==> config.mk <==
export PLATFORM = sky130hd
export DESIGN_NAME = complex_gemv_transposed_column_mac
export DESIGN_NICKNAME = d
export VERILOG_FILES = /design/src/rtl/core/cgemv_pkg.sv /design/src/rtl/core/cgemv_ctrl.sv /design/src/rtl/core/cgemv_dp.sv /design/src/rtl/core/complex_gemv_transposed_column_mac.sv
export SDC_FILE = /design/constraint.sdc
export NUM_CORES = 2
export LEC_CHECK = 0
export BUFFER_PORTS_ARGS = -buffer_cell sky130_fd_sc_hd__buf_4
export CORE_ASPECT_RATIO = 0.6
export CORE_MARGIN = 2
export CORE_UTILIZATION = 40
export CTS_CLUSTER_SIZE = 25
export DETAILED_ROUTE_END_ITERATION = 16
export PLACE_DENSITY = 0.67
export SETUP_SLACK_MARGIN = 0.05
export SYNTH_ARGS = -nofsm -noshare
export SYNTH_HDL_FRONTEND = slang
export SYNTH_HIERARCHICAL = 1
export SYNTH_SLANG_ARGS = --single-unit
==> constraint.sdc <==
create_clock -name clk -period 14.35 [get_ports clk]
set_input_delay 2.1525 -clock clk [delete_from_list [all_inputs] [get_ports clk]]
set_output_delay 2.1525 -clock clk [all_outputs]
set_load 0.01 [all_outputs]
==> src/rtl/core/cgemv_pkg.sv <==
// Shared constants, types and helpers for the complex column MAC.
package cgemv_pkg;

  localparam int DATA_WIDTH_DEF = 16;
  localparam int FRAC_BITS_DEF  = 12;
  localparam int ACC_WIDTH_DEF  = 48;

  localparam int CFG_ADDR_W = 2;

  typedef enum logic [CFG_ADDR_W-1:0] {
    CFG_ALPHA_RE   = 2'd0,
    CFG_ALPHA_IM   = 2'd1,
    CFG_CONJ_MODE  = 2'd2,
    CFG_XCONJ_MODE = 2'd3
  } cfg_idx_t;

  // operand selection of the two multiplier lanes
  typedef enum logic [1:0] {
    PH_ACC_A,
    PH_ACC_B,
    PH_ALP_A,
    PH_ALP_B
  } mul_phase_t;

  typedef struct packed {
    logic       load_in;
    logic       mul_en;
    mul_phase_t phase;
    logic       top_chunk;
    logic       sum_add;
    logic       t_load;
    logic       u_shift_add;
    logic       u_add;
    logic       out_load;
  } cmd_t;

  // width of the rounding stage for the column sums
  function automatic int round_width(int fw, int aw);
    return ((aw > fw + 1) ? aw : fw + 1) + 1;
  endfunction

  // width of the rounded column sum after clamping
  function automatic int t_width(int dw, int fw, int aw);
    int ew;
    int cl;
    ew = round_width(fw, aw);
    cl = 62 - dw;
    return (ew < cl) ? ew : cl;
  endfunction

endpackage

==> src/rtl/core/cgemv_ctrl.sv <==
// Sequencer for the column MAC: accumulate steps, alpha scaling chunks, result hand-off.
module cgemv_ctrl #(
  parameter int CHUNKS = 3
) (
  input  logic            clk,
  input  logic            rst_n,
  input  logic            in_tvalid,
  output logic            in_tready,
  output logic            out_tvalid,
  input  logic            out_tready,
  input  logic            last_in,
  output cgemv_pkg::cmd_t cmd
);
  import cgemv_pkg::*;

  localparam int CW = (CHUNKS > 1) ? $clog2(CHUNKS) : 1;
  localparam logic [CW-1:0] TOP = CW'(CHUNKS - 1);

  typedef enum logic [3:0] {
    S_IDLE,
    S_ACC_A,
    S_ACC_B,
    S_ACC_C,
    S_RND,
    S_ALP_A,
    S_ALP_B,
    S_ALP_C,
    S_OUT
  } state_t;

  state_t        state_r;
  logic [CW-1:0] cnt_r;
  logic          out_valid_r;
  logic          out_free;

  assign out_free   = !out_valid_r || out_tready;
  assign in_tready  = (state_r == S_IDLE);
  assign out_tvalid = out_valid_r;

  always_ff @(posedge clk) begin
    if (!rst_n) begin
      state_r     <= S_IDLE;
      cnt_r       <= '0;
      out_valid_r <= 1'b0;
    end else begin
      // a new result may replace the one leaving in the same cycle
      if (state_r == S_OUT && out_free) begin
        out_valid_r <= 1'b1;
      end else if (out_valid_r && out_tready) begin
        out_valid_r <= 1'b0;
      end
      unique case (state_r)
        S_IDLE: begin
          if (in_tvalid) state_r <= S_ACC_A;
        end
        S_ACC_A: state_r <= S_ACC_B;
        S_ACC_B: state_r <= S_ACC_C;
        S_ACC_C: state_r <= last_in ? S_RND : S_IDLE;
        S_RND: begin
          cnt_r   <= TOP;
          state_r <= S_ALP_A;
        end
        S_ALP_A: state_r <= S_ALP_B;
        S_ALP_B: state_r <= S_ALP_C;
        S_ALP_C: begin
          if (cnt_r == '0) begin
            state_r <= S_OUT;
          end else begin
            cnt_r   <= cnt_r - 1'b1;
            state_r <= S_ALP_A;
          end
        end
        S_OUT: begin
          if (out_free) state_r <= S_IDLE;
        end
        default: state_r <= S_IDLE;
      endcase
    end
  end

  always_comb begin
    cmd = '0;
    unique case (state_r)
      S_IDLE:  cmd.load_in = in_tvalid;
      S_ACC_A: begin
        cmd.mul_en = 1'b1;
        cmd.phase  = PH_ACC_A;
      end
      S_ACC_B: begin
        cmd.sum_add = 1'b1;
        cmd.mul_en  = 1'b1;
        cmd.phase   = PH_ACC_B;
      end
      S_ACC_C: cmd.sum_add = 1'b1;
      S_RND:   cmd.t_load  = 1'b1;
      S_ALP_A: begin
        cmd.mul_en    = 1'b1;
        cmd.phase     = PH_ALP_A;
        cmd.top_chunk = (cnt_r == TOP);
      end
      S_ALP_B: begin
        cmd.u_shift_add = 1'b1;
        cmd.mul_en      = 1'b1;
        cmd.phase       = PH_ALP_B;
        cmd.top_chunk   = (cnt_r == TOP);
      end
      S_ALP_C: cmd.u_add    = 1'b1;
      S_OUT:   cmd.out_load = out_free;
      default: cmd = '0;
    endcase
  end

endmodule

==> src/rtl/core/cgemv_dp.sv <==
// Datapath: config registers, two multiplier lanes, accumulators, alpha scaling, output rounding.
module cgemv_dp #(
  parameter int DATA_WIDTH = 16,
  parameter int FRAC_BITS  = 12,
  parameter int ACC_WIDTH  = 48
) (
  input  logic                                clk,
  input  logic                                rst_n,
  input  logic                                cfg_we,
  input  logic [cgemv_pkg::CFG_ADDR_W-1:0]    cfg_addr,
  input  logic [DATA_WIDTH-1:0]               cfg_wdata,
  input  logic signed [DATA_WIDTH-1:0]        mat_re,
  input  logic signed [DATA_WIDTH-1:0]        mat_im,
  input  logic signed [DATA_WIDTH-1:0]        vec_re,
  input  logic signed [DATA_WIDTH-1:0]        vec_im,
  input  logic signed [DATA_WIDTH-1:0]        old_y_re,
  input  logic signed [DATA_WIDTH-1:0]        old_y_im,
  input  logic                                last_in_column,
  input  cgemv_pkg::cmd_t                     cmd,
  output logic                                last_out,
  output logic signed [DATA_WIDTH-1:0]        new_y_re,
  output logic signed [DATA_WIDTH-1:0]        new_y_im,
  output logic                                saturated
);
  import cgemv_pkg::*;

  localparam int DW  = DATA_WIDTH;
  localparam int OW  = DW + 1;
  localparam int PW  = 2 * OW;
  localparam int SW  = ((ACC_WIDTH > PW) ? ACC_WIDTH : PW) + 1;
  localparam int EW  = round_width(FRAC_BITS, ACC_WIDTH);
  localparam int TW  = t_width(DW, FRAC_BITS, ACC_WIDTH);
  localparam int NCH = (TW + DW - 1) / DW;
  localparam int TXW = NCH * DW;
  localparam int UW0 = DW + TW + 2;
  localparam int UW  = (UW0 > PW + 1) ? UW0 : PW + 1;
  localparam int RW  = ((UW > FRAC_BITS + 1) ? UW : FRAC_BITS + 1) + 1;
  localparam int YW  = RW + 1;
  localparam int RIDX = (FRAC_BITS > 0) ? FRAC_BITS - 1 : 0;

  localparam logic signed [SW-1:0] ACC_MAX =
    $signed({{(SW - ACC_WIDTH + 1){1'b0}}, {(ACC_WIDTH - 1){1'b1}}});
  localparam logic signed [SW-1:0] ACC_MIN = ~ACC_MAX;
  localparam logic signed [EW-1:0] T_MAX =
    $signed({{(EW - TW + 1){1'b0}}, {(TW - 1){1'b1}}});
  localparam logic signed [EW-1:0] T_MIN = ~T_MAX;
  localparam logic signed [YW-1:0] D_MAX =
    $signed({{(YW - DW + 1){1'b0}}, {(DW - 1){1'b1}}});
  localparam logic signed [YW-1:0] D_MIN = ~D_MAX;
  localparam logic [DW-1:0] ALPHA_ONE = DW'(64'd1 << FRAC_BITS);

  // configuration
  logic signed [DW-1:0] alpha_re_r, alpha_im_r;
  logic                 conj_r, xconj_r;

  always_ff @(posedge clk) begin
    if (!rst_n) begin
      alpha_re_r <= ALPHA_ONE;
      alpha_im_r <= '0;
      conj_r     <= 1'b0;
      xconj_r    <= 1'b0;
    end else if (cfg_we) begin
      unique case (cfg_idx_t'(cfg_addr))
        CFG_ALPHA_RE:   alpha_re_r <= cfg_wdata;
        CFG_ALPHA_IM:   alpha_im_r <= cfg_wdata;
        CFG_CONJ_MODE:  conj_r     <= cfg_wdata[0];
        CFG_XCONJ_MODE: xconj_r    <= cfg_wdata[0];
      endcase
    end
  end

  // input beat
  logic signed [DW-1:0] mr_r, mi_r, xr_r, xi_r, yr_r, yi_r;
  logic                 last_r;

  always_ff @(posedge clk) begin
    if (cmd.load_in) begin
      mr_r   <= mat_re;
      mi_r   <= mat_im;
      xr_r   <= vec_re;
      xi_r   <= vec_im;
      yr_r   <= old_y_re;
      yi_r   <= old_y_im;
      last_r <= last_in_column;
    end
  end

  assign last_out = last_r;

  // operands
  logic signed [OW-1:0] mr_e, mim_e, xr_e, xi_e, nxi_e;
  logic signed [OW-1:0] ar_e, ai_e, nar_e, nai_e;
  logic signed [OW-1:0] ct_re, ct_im;
  logic [DW-1:0]        ch_re, ch_im;
  logic signed [TXW-1:0] t_re_r, t_im_r;

  assign mr_e  = OW'(mr_r);
  // matrix element conjugated when exactly one mode bit is set
  assign mim_e = (conj_r ^ xconj_r) ? -OW'(mi_r) : OW'(mi_r);
  assign xr_e  = OW'(xr_r);
  assign xi_e  = OW'(xi_r);
  assign nxi_e = -xi_e;
  assign ar_e  = OW'(alpha_re_r);
  assign ai_e  = OW'(alpha_im_r);
  assign nar_e = -ar_e;
  assign nai_e = -ai_e;

  // t is consumed top chunk first; only that chunk carries the sign
  assign ch_re = t_re_r[TXW-1 -: DW];
  assign ch_im = t_im_r[TXW-1 -: DW];
  assign ct_re = cmd.top_chunk ? $signed({ch_re[DW-1], ch_re}) : $signed({1'b0, ch_re});
  assign ct_im = cmd.top_chunk ? $signed({ch_im[DW-1], ch_im}) : $signed({1'b0, ch_im});

  logic signed [OW-1:0] a_re, b_re, a_im, b_im;

  always_comb begin
    unique case (cmd.phase)
      PH_ACC_A: begin
        a_re = mr_e;  b_re = xr_e;
        a_im = mr_e;  b_im = xi_e;
      end
      PH_ACC_B: begin
        a_re = mim_e; b_re = nxi_e;
        a_im = mim_e; b_im = xr_e;
      end
      PH_ALP_A: begin
        a_re = ar_e;  b_re = ct_re;
        a_im = xconj_r ? ai_e : ar_e;
        b_im = xconj_r ? ct_re : ct_im;
      end
      PH_ALP_B: begin
        a_re = xconj_r ? ai_e : nai_e;
        b_re = ct_im;
        a_im = xconj_r ? nar_e : ai_e;
        b_im = xconj_r ? ct_im : ct_re;
      end
      default: begin
        a_re = mr_e;  b_re = xr_e;
        a_im = mr_e;  b_im = xi_e;
      end
    endcase
  end

  logic signed [PW-1:0] mul_re, mul_im, p_re_r, p_im_r;

  assign mul_re = a_re * b_re;
  assign mul_im = a_im * b_im;

  always_ff @(posedge clk) begin
    if (cmd.mul_en) begin
      p_re_r <= mul_re;
      p_im_r <= mul_im;
    end
  end

  // saturating accumulate
  logic signed [ACC_WIDTH-1:0] sum_re_r, sum_im_r, sat_re, sat_im;
  logic signed [SW-1:0]        s_re, s_im;

  assign s_re = SW'(sum_re_r) + SW'(p_re_r);
  assign s_im = SW'(sum_im_r) + SW'(p_im_r);

  always_comb begin
    priority if (s_re > ACC_MAX) sat_re = ACC_WIDTH'(ACC_MAX);
    else if (s_re < ACC_MIN)     sat_re = ACC_WIDTH'(ACC_MIN);
    else                         sat_re = ACC_WIDTH'(s_re);
    priority if (s_im > ACC_MAX) sat_im = ACC_WIDTH'(ACC_MAX);
    else if (s_im < ACC_MIN)     sat_im = ACC_WIDTH'(ACC_MIN);
    else                         sat_im = ACC_WIDTH'(s_im);
  end

  always_ff @(posedge clk) begin
    if (!rst_n) begin
      sum_re_r <= '0;
      sum_im_r <= '0;
    end else if (cmd.t_load) begin
      sum_re_r <= '0;
      sum_im_r <= '0;
    end else if (cmd.sum_add) begin
      sum_re_r <= sat_re;
      sum_im_r <= sat_im;
    end
  end

  // column sum rounded to FRAC_BITS, then clamped to TW bits
  logic signed [EW-1:0] se_re, se_im, tr_re, tr_im;
  logic signed [TW-1:0] tc_re, tc_im;
  logic                 rb_re, rb_im;

  assign se_re = EW'(sum_re_r);
  assign se_im = EW'(sum_im_r);
  assign rb_re = (FRAC_BITS > 0) ? se_re[RIDX] : 1'b0;
  assign rb_im = (FRAC_BITS > 0) ? se_im[RIDX] : 1'b0;
  assign tr_re = (se_re >>> FRAC_BITS) + $signed({{(EW - 1){1'b0}}, rb_re});
  assign tr_im = (se_im >>> FRAC_BITS) + $signed({{(EW - 1){1'b0}}, rb_im});

  always_comb begin
    priority if (tr_re > T_MAX) tc_re = TW'(T_MAX);
    else if (tr_re < T_MIN)     tc_re = TW'(T_MIN);
    else                        tc_re = TW'(tr_re);
    priority if (tr_im > T_MAX) tc_im = TW'(T_MAX);
    else if (tr_im < T_MIN)     tc_im = TW'(T_MIN);
    else                        tc_im = TW'(tr_im);
  end

  // alpha product built MSB chunk first: u = (u << DW) + partials
  logic signed [UW-1:0] u_re_r, u_im_r;

  always_ff @(posedge clk) begin
    if (cmd.t_load) begin
      t_re_r <= TXW'(tc_re);
      t_im_r <= TXW'(tc_im);
      u_re_r <= '0;
      u_im_r <= '0;
    end else begin
      if (cmd.u_shift_add) begin
        u_re_r <= (u_re_r <<< DW) + UW'(p_re_r);
        u_im_r <= (u_im_r <<< DW) + UW'(p_im_r);
      end else if (cmd.u_add) begin
        u_re_r <= u_re_r + UW'(p_re_r);
        u_im_r <= u_im_r + UW'(p_im_r);
        t_re_r <= t_re_r <<< DW;
        t_im_r <= t_im_r <<< DW;
      end
    end
  end

  // final rounding, add old y, saturate
  logic signed [RW-1:0] ue_re, ue_im, ur_re, ur_im;
  logic signed [YW-1:0] ys_re, ys_im;
  logic signed [DW-1:0] yo_re, yo_im;
  logic                 hit_re, hit_im, ub_re, ub_im;

  assign ue_re = RW'(u_re_r);
  assign ue_im = RW'(u_im_r);
  assign ub_re = (FRAC_BITS > 0) ? ue_re[RIDX] : 1'b0;
  assign ub_im = (FRAC_BITS > 0) ? ue_im[RIDX] : 1'b0;
  assign ur_re = (ue_re >>> FRAC_BITS) + $signed({{(RW - 1){1'b0}}, ub_re});
  assign ur_im = (ue_im >>> FRAC_BITS) + $signed({{(RW - 1){1'b0}}, ub_im});
  assign ys_re = YW'(yr_r) + YW'(ur_re);
  assign ys_im = YW'(yi_r) + YW'(ur_im);

  always_comb begin
    hit_re = 1'b1;
    hit_im = 1'b1;
    priority if (ys_re > D_MAX) yo_re = DW'(D_MAX);
    else if (ys_re < D_MIN)     yo_re = DW'(D_MIN);
    else begin
      yo_re  = DW'(ys_re);
      hit_re = 1'b0;
    end
    priority if (ys_im > D_MAX) yo_im = DW'(D_MAX);
    else if (ys_im < D_MIN)     yo_im = DW'(D_MIN);
    else begin
      yo_im  = DW'(ys_im);
      hit_im = 1'b0;
    end
  end

  always_ff @(posedge clk) begin
    if (cmd.out_load) begin
      new_y_re  <= yo_re;
      new_y_im  <= yo_im;
      saturated <= hit_re | hit_im;
    end
  end

endmodule

==> src/rtl/core/complex_gemv_transposed_column_mac.sv <==
// Top level of the complex transposed GEMV column multiply-accumulate block.
//
// Input beats carry one complex matrix element and its complex x element;
// in_tlast marks the last element of a column, and that beat also carries
// the old y value. Each beat's product is added into saturating 48-bit
// complex accumulators. On the last beat the sum is rounded, scaled by
// alpha (or applied conjugated when xconj_mode is set), added to old y and
// saturated; one result beat then leaves on the out_ channel with the
// clip flag in out_tuser, and the accumulators clear.
// A new input beat is taken only once the last one is through, as the two
// multiplier lanes do two products each, one step at a time. After a last
// beat the sum is rounded, then alpha scaling walks the C DATA_WIDTH-bit chunks
// of the rounded sum (C = 3 at default sizes) before the result goes out.
// The result sits in an output register; if the receiver stalls, the next
// column's beats are still taken until another result is ready.
// Configuration is written through cfg_we/cfg_addr/cfg_wdata while idle.
// Reset (rst_n low, synchronous) clears the accumulators, empties the output,
// and sets alpha to 1.0 with both mode bits off.
module complex_gemv_transposed_column_mac #(
  parameter int DATA_WIDTH = cgemv_pkg::DATA_WIDTH_DEF,
  parameter int FRAC_BITS  = cgemv_pkg::FRAC_BITS_DEF,
  parameter int ACC_WIDTH  = cgemv_pkg::ACC_WIDTH_DEF
) (
  input  logic                                          clk,
  input  logic                                          rst_n,
  input  logic                                          cfg_we,
  input  logic [cgemv_pkg::CFG_ADDR_W-1:0]              cfg_addr,
  input  logic [DATA_WIDTH-1:0]                         cfg_wdata,
  input  logic                                          in_tvalid,
  output logic                                          in_tready,
  // mat_re, mat_im, vec_re, vec_im, old_y_re, old_y_im, zero fill
  input  logic [((6 * DATA_WIDTH + 7) / 8) * 8 - 1:0]   in_tdata,
  input  logic                                          in_tlast,
  output logic                                          out_tvalid,
  input  logic                                          out_tready,
  // new_y_re, new_y_im, zero fill
  output logic [((2 * DATA_WIDTH + 7) / 8) * 8 - 1:0]   out_tdata,
  // saturated
  output logic                                          out_tuser
);
  import cgemv_pkg::*;

  localparam int DW     = DATA_WIDTH;
  localparam int TW     = t_width(DW, FRAC_BITS, ACC_WIDTH);
  localparam int CHUNKS = (TW + DW - 1) / DW;
  localparam int OTW    = ((2 * DW + 7) / 8) * 8;

  cmd_t                 cmd;
  logic                 last_flag;
  logic signed [DW-1:0] new_y_re, new_y_im;

  cgemv_ctrl #(
    .CHUNKS (CHUNKS)
  ) u_ctrl (
    .clk        (clk),
    .rst_n      (rst_n),
    .in_tvalid  (in_tvalid),
    .in_tready  (in_tready),
    .out_tvalid (out_tvalid),
    .out_tready (out_tready),
    .last_in    (last_flag),
    .cmd        (cmd)
  );

  cgemv_dp #(
    .DATA_WIDTH (DATA_WIDTH),
    .FRAC_BITS  (FRAC_BITS),
    .ACC_WIDTH  (ACC_WIDTH)
  ) u_dp (
    .clk            (clk),
    .rst_n          (rst_n),
    .cfg_we         (cfg_we),
    .cfg_addr       (cfg_addr),
    .cfg_wdata      (cfg_wdata),
    .mat_re         ($signed(in_tdata[0 * DW +: DW])),
    .mat_im         ($signed(in_tdata[1 * DW +: DW])),
    .vec_re         ($signed(in_tdata[2 * DW +: DW])),
    .vec_im         ($signed(in_tdata[3 * DW +: DW])),
    .old_y_re       ($signed(in_tdata[4 * DW +: DW])),
    .old_y_im       ($signed(in_tdata[5 * DW +: DW])),
    .last_in_column (in_tlast),
    .cmd            (cmd),
    .last_out       (last_flag),
    .new_y_re       (new_y_re),
    .new_y_im       (new_y_im),
    .saturated      (out_tuser)
  );

  assign out_tdata = OTW'({new_y_im, new_y_re});

endmodule

==> flow_metrics.env <==
export IMPL_skew_ns=0.03873
export IMPL_fin_crit_sh_pct=79.37
export IMPL_multiInputGateArea_sq_um=49470
export IMPL_critical_path_arrival_ns=11.81
export IMPL_slew_violations=0
export IMPL_remaining_drc_errors=0
export IMPL_ys_ff_latch=559
export IMPL_cp_endpoint="u_dp/p_im_r[33]$_DFFE_PP_"
export IMPL_outcome="completed"
export IMPL_r2r_end="u_dp/p_im_r[33]$_DFFE_PP_"
export IMPL_drt_total_wl_um=211600
export IMPL_tightestPinTransition_ns=1.349
export IMPL_cp_slowest_stage_delay_ns=0.96
export IMPL_die_area_sq_um=173500
export IMPL_cpMaxStageDelayCell="fa_1"
export IMPL_final_common_cell="inv_1"
export IMPL_synth_async_reset_ratio_pct=0
export IMPL_yosys_area_top_type="fa_1"
export IMPL_synth_area_top_cells="fa_1 (18%), edfxtp_1 (13%), ha_1 (10%)"
export IMPL_chipHeight_um=323.5
export IMPL_cpMostUsedCell="inv_1"
export IMPL_htree_num_levels=3
export IMPL_grt_max_degree=101
export IMPL_min_from="u_dp/sum_re_r[4]$_SDFFE_PP0P_"
export IMPL_mostFrequentLayoutCells="inv_1 (884), nor2_1 (806), a21oi_1 (703)"
export IMPL_criticalPathCategory="flip-flop to flip-flop"
export IMPL_synth_fp_nets=9291
export IMPL_grt_overflow=0
export IMPL_reg2regPathDepth=31
export IMPL_required_ns=14.77
export IMPL_cts_buffers=66
export IMPL_drive_above_1_share_pct=5.756
export IMPL_grt_setup_unrepaired="no"
export IMPL_grt_pass1_vias=56170
export IMPL_start_util_pct=40.20
export IMPL_max_freq_mhz=87.80
export IMPL_fillers=16670
export IMPL_cts_setup_buffers=0
export IMPL_synth_edff_count=294
export IMPL_cts_sinks=559
export IMPL_maxCapViolCount=0
export IMPL_postCtsResizedCells=0
export IMPL_syn_inst=7999
export IMPL_drt_iter0_markers=6419
export IMPL_syn2layout_area_growth_pct=8.613
export IMPL_hp_class="flip-flop to flip-flop"
export IMPL_nets=9266
export IMPL_yosys_warnings=6
export IMPL_r2r_start="u_ctrl/state_r[0]$_SDFFE_PN0P_"
export IMPL_synth_flop_cell="edfxtp_1"
export IMPL_synth_top_area_share_pct=17.71
export IMPL_synth_cell_type_count=93
export IMPL_grt_usage_pct=24.19
export IMPL_crit_path_end_kind="flip-flop"
export IMPL_ant_nets=0
export IMPL_setup_viol=0
export IMPL_ys_seq_area_share_pct=20.77
export IMPL_clock_path_buffers=3
export IMPL_viasPerCell=5.737
export IMPL_wire_per_inst_um=20.57
export IMPL_detailed_place_hpwl_um=169200
export IMPL_syn_cell_area_sq_um=68030
export IMPL_postCtsHoldBufs=0
export IMPL_insertion_delay_ns=0.70
export IMPL_worstPathBufferInverterCount=7
export IMPL_dr_total_vias=59030
export IMPL_grt_busiest_layer="met1"
export IMPL_met1_usage_pct=38.35
export IMPL_finalSetupTns_ns=0
export IMPL_crit_family="adder cells"
export IMPL_report_final_hold_viol_count=0
export IMPL_gp_congestion=0.9912
export IMPL_tritoncts="yes"
export IMPL_antenna_found_initial=9
export IMPL_start_kind="flip-flop"
export IMPL_ios=155
export IMPL_grt_pass1_wl_um=328700
export IMPL_path_depth=31
export IMPL_path_clk_slew_ns=0.07
export IMPL_drtPass1Iterations=8
export IMPL_fin_crit_ns=11.39
export IMPL_register_area_sq_um=14130
export IMPL_relSlewSlack_pct=10.04
export IMPL_path_max_fanout=77
export IMPL_coreArea_sq_um=169200
export IMPL_critPathLaunch="u_ctrl/state_r[0]$_SDFFE_PN0P_"
export IMPL_portBuffers=154
export IMPL_rows=117
export IMPL_die_x_um=536.4
export IMPL_grt_use_met3_pct=6.785
export IMPL_grt_met2_usage_pct=31.92
export IMPL_regToRegSetupSlack_ns=2.96
export IMPL_syn_area_per_cell_sq_um=8.505
export IMPL_cts_root_buf="clkbuf_16"
-- worst min path at each step --
| stage | to | slack (ns) | depth (start not counted) |
|---|---|---|---|
| after floorplan | u_dp/alpha_im_r[0]$_SDFFE_PN0P_ | 0.46 | 2 |
| after global placement | u_dp/sum_re_r[8]$_SDFFE_PP0P_ | 0.48 | 2 |
| after detailed placement | u_dp/sum_re_r[4]$_SDFFE_PP0P_ | 0.49 | 2 |
| after CTS | u_dp/sum_re_r[4]$_SDFFE_PP0P_ | 0.51 | 2 |
| after global routing | u_dp/sum_re_r[3]$_SDFFE_PP0P_ | 0.54 | 2 |
| final | u_dp/sum_re_r[4]$_SDFFE_PP0P_ | 0.51 | 2 |
-- logic make-up after synthesis --
family	synth area share [%]
compound gates	19.56
xor+xnor	7.132
fa+ha+maj	28.87
buf+inv	6.702
flops	20.77
mux	1.841
simple gates	15.12
-- worst register-to-register path: cells and delay by family, from the launching register on --
family / cells / cell delay, ns
compound gates: 10 / 2.93
xor+xnor: 2 / 0.34
fa+ha+maj: 6 / 3.37
buf+inv: 7 / 2.23
flops: 1 / 0.55
simple gates: 6 / 1.71
-- area by class of cell --
class | count | area share [%]
multi-input cells | 6232 | 66.94
flip-flops and latches | 559 | 19.13
inverters | 887 | 4.506
well taps | 2261 | 3.829
repair buffers | 228 | 2.316
clock buffers | 70 | 2.313
clock inverters | 51 | 0.9618
diodes | 1 | 0.003387
-- layer usage --
metal	wire (um)	up-vias
met5	32	-
met4	3245	4
met3	23590	215
met2	79910	2422
met1	104800	28860
li1	-	27530
-- stage by stage --
| stage | util, % | instances | hold WS (ns) | setup slack [ns] | instance area (sq um) |
|---|---|---|---|---|---|
| global placement | 42.23 | 10170 | 0.4799 | 3.393 | 71470 |
| detailed placement | 42.23 | 10170 | 0.4896 | 3.181 | 71470 |
| finish | 43.66 | 10290 | 0.5060 | 2.960 | 73890 |
| CTS | 43.66 | 10290 | 0.5088 | 3.131 | 73890 |
| global route | 43.66 | 10290 | 0.5444 | 1.953 | 73890 |
| floorplan | - | 7999 | 0.4572 | 2.550 | 68030 |
-- synthesized netlist by cell type, drive strengths merged (11+ instances only) --
cell type	count
nor2	810
inv	887
a211oi	139
clkbuf	281
o211ai	31
o31a	17
nand3	122
mux2i	97
and4	12
and2	67
a221oi	38
buf	40
nand2	617
or2	39
ha	570
a31oi	58
xnor2	339
a21o	257
dfxtp	265
mux2	15
nand4	73
nand2b	118
a21oi	709
or3	25
o21a	74
a211o	21
o21bai	72
a41oi	11
o22ai	44
nor3	87
nor4	29
maj3	46
o21ai	409
o31ai	38
xor2	215
a221o	11
and3	55
edfxtp	294
a31o	14
a2111oi	14
a21boi	55
nor2b	131
fa	602
-- flip-flops by register name, summed over array words and instances (netlist names), 34 cells and up --
register,count
u_dp/u_re_r,64
u_dp/u_im_r,64
u_dp/sum_im_r,48
u_dp/t_im_r,48
u_dp/t_re_r,48
u_dp/p_im_r,34
u_dp/sum_re_r,48
u_dp/p_re_r,34
Power is left out: the tool's default activity adds up to more than one toggle a clock period on the data nets, which glitch-free logic cannot reach.
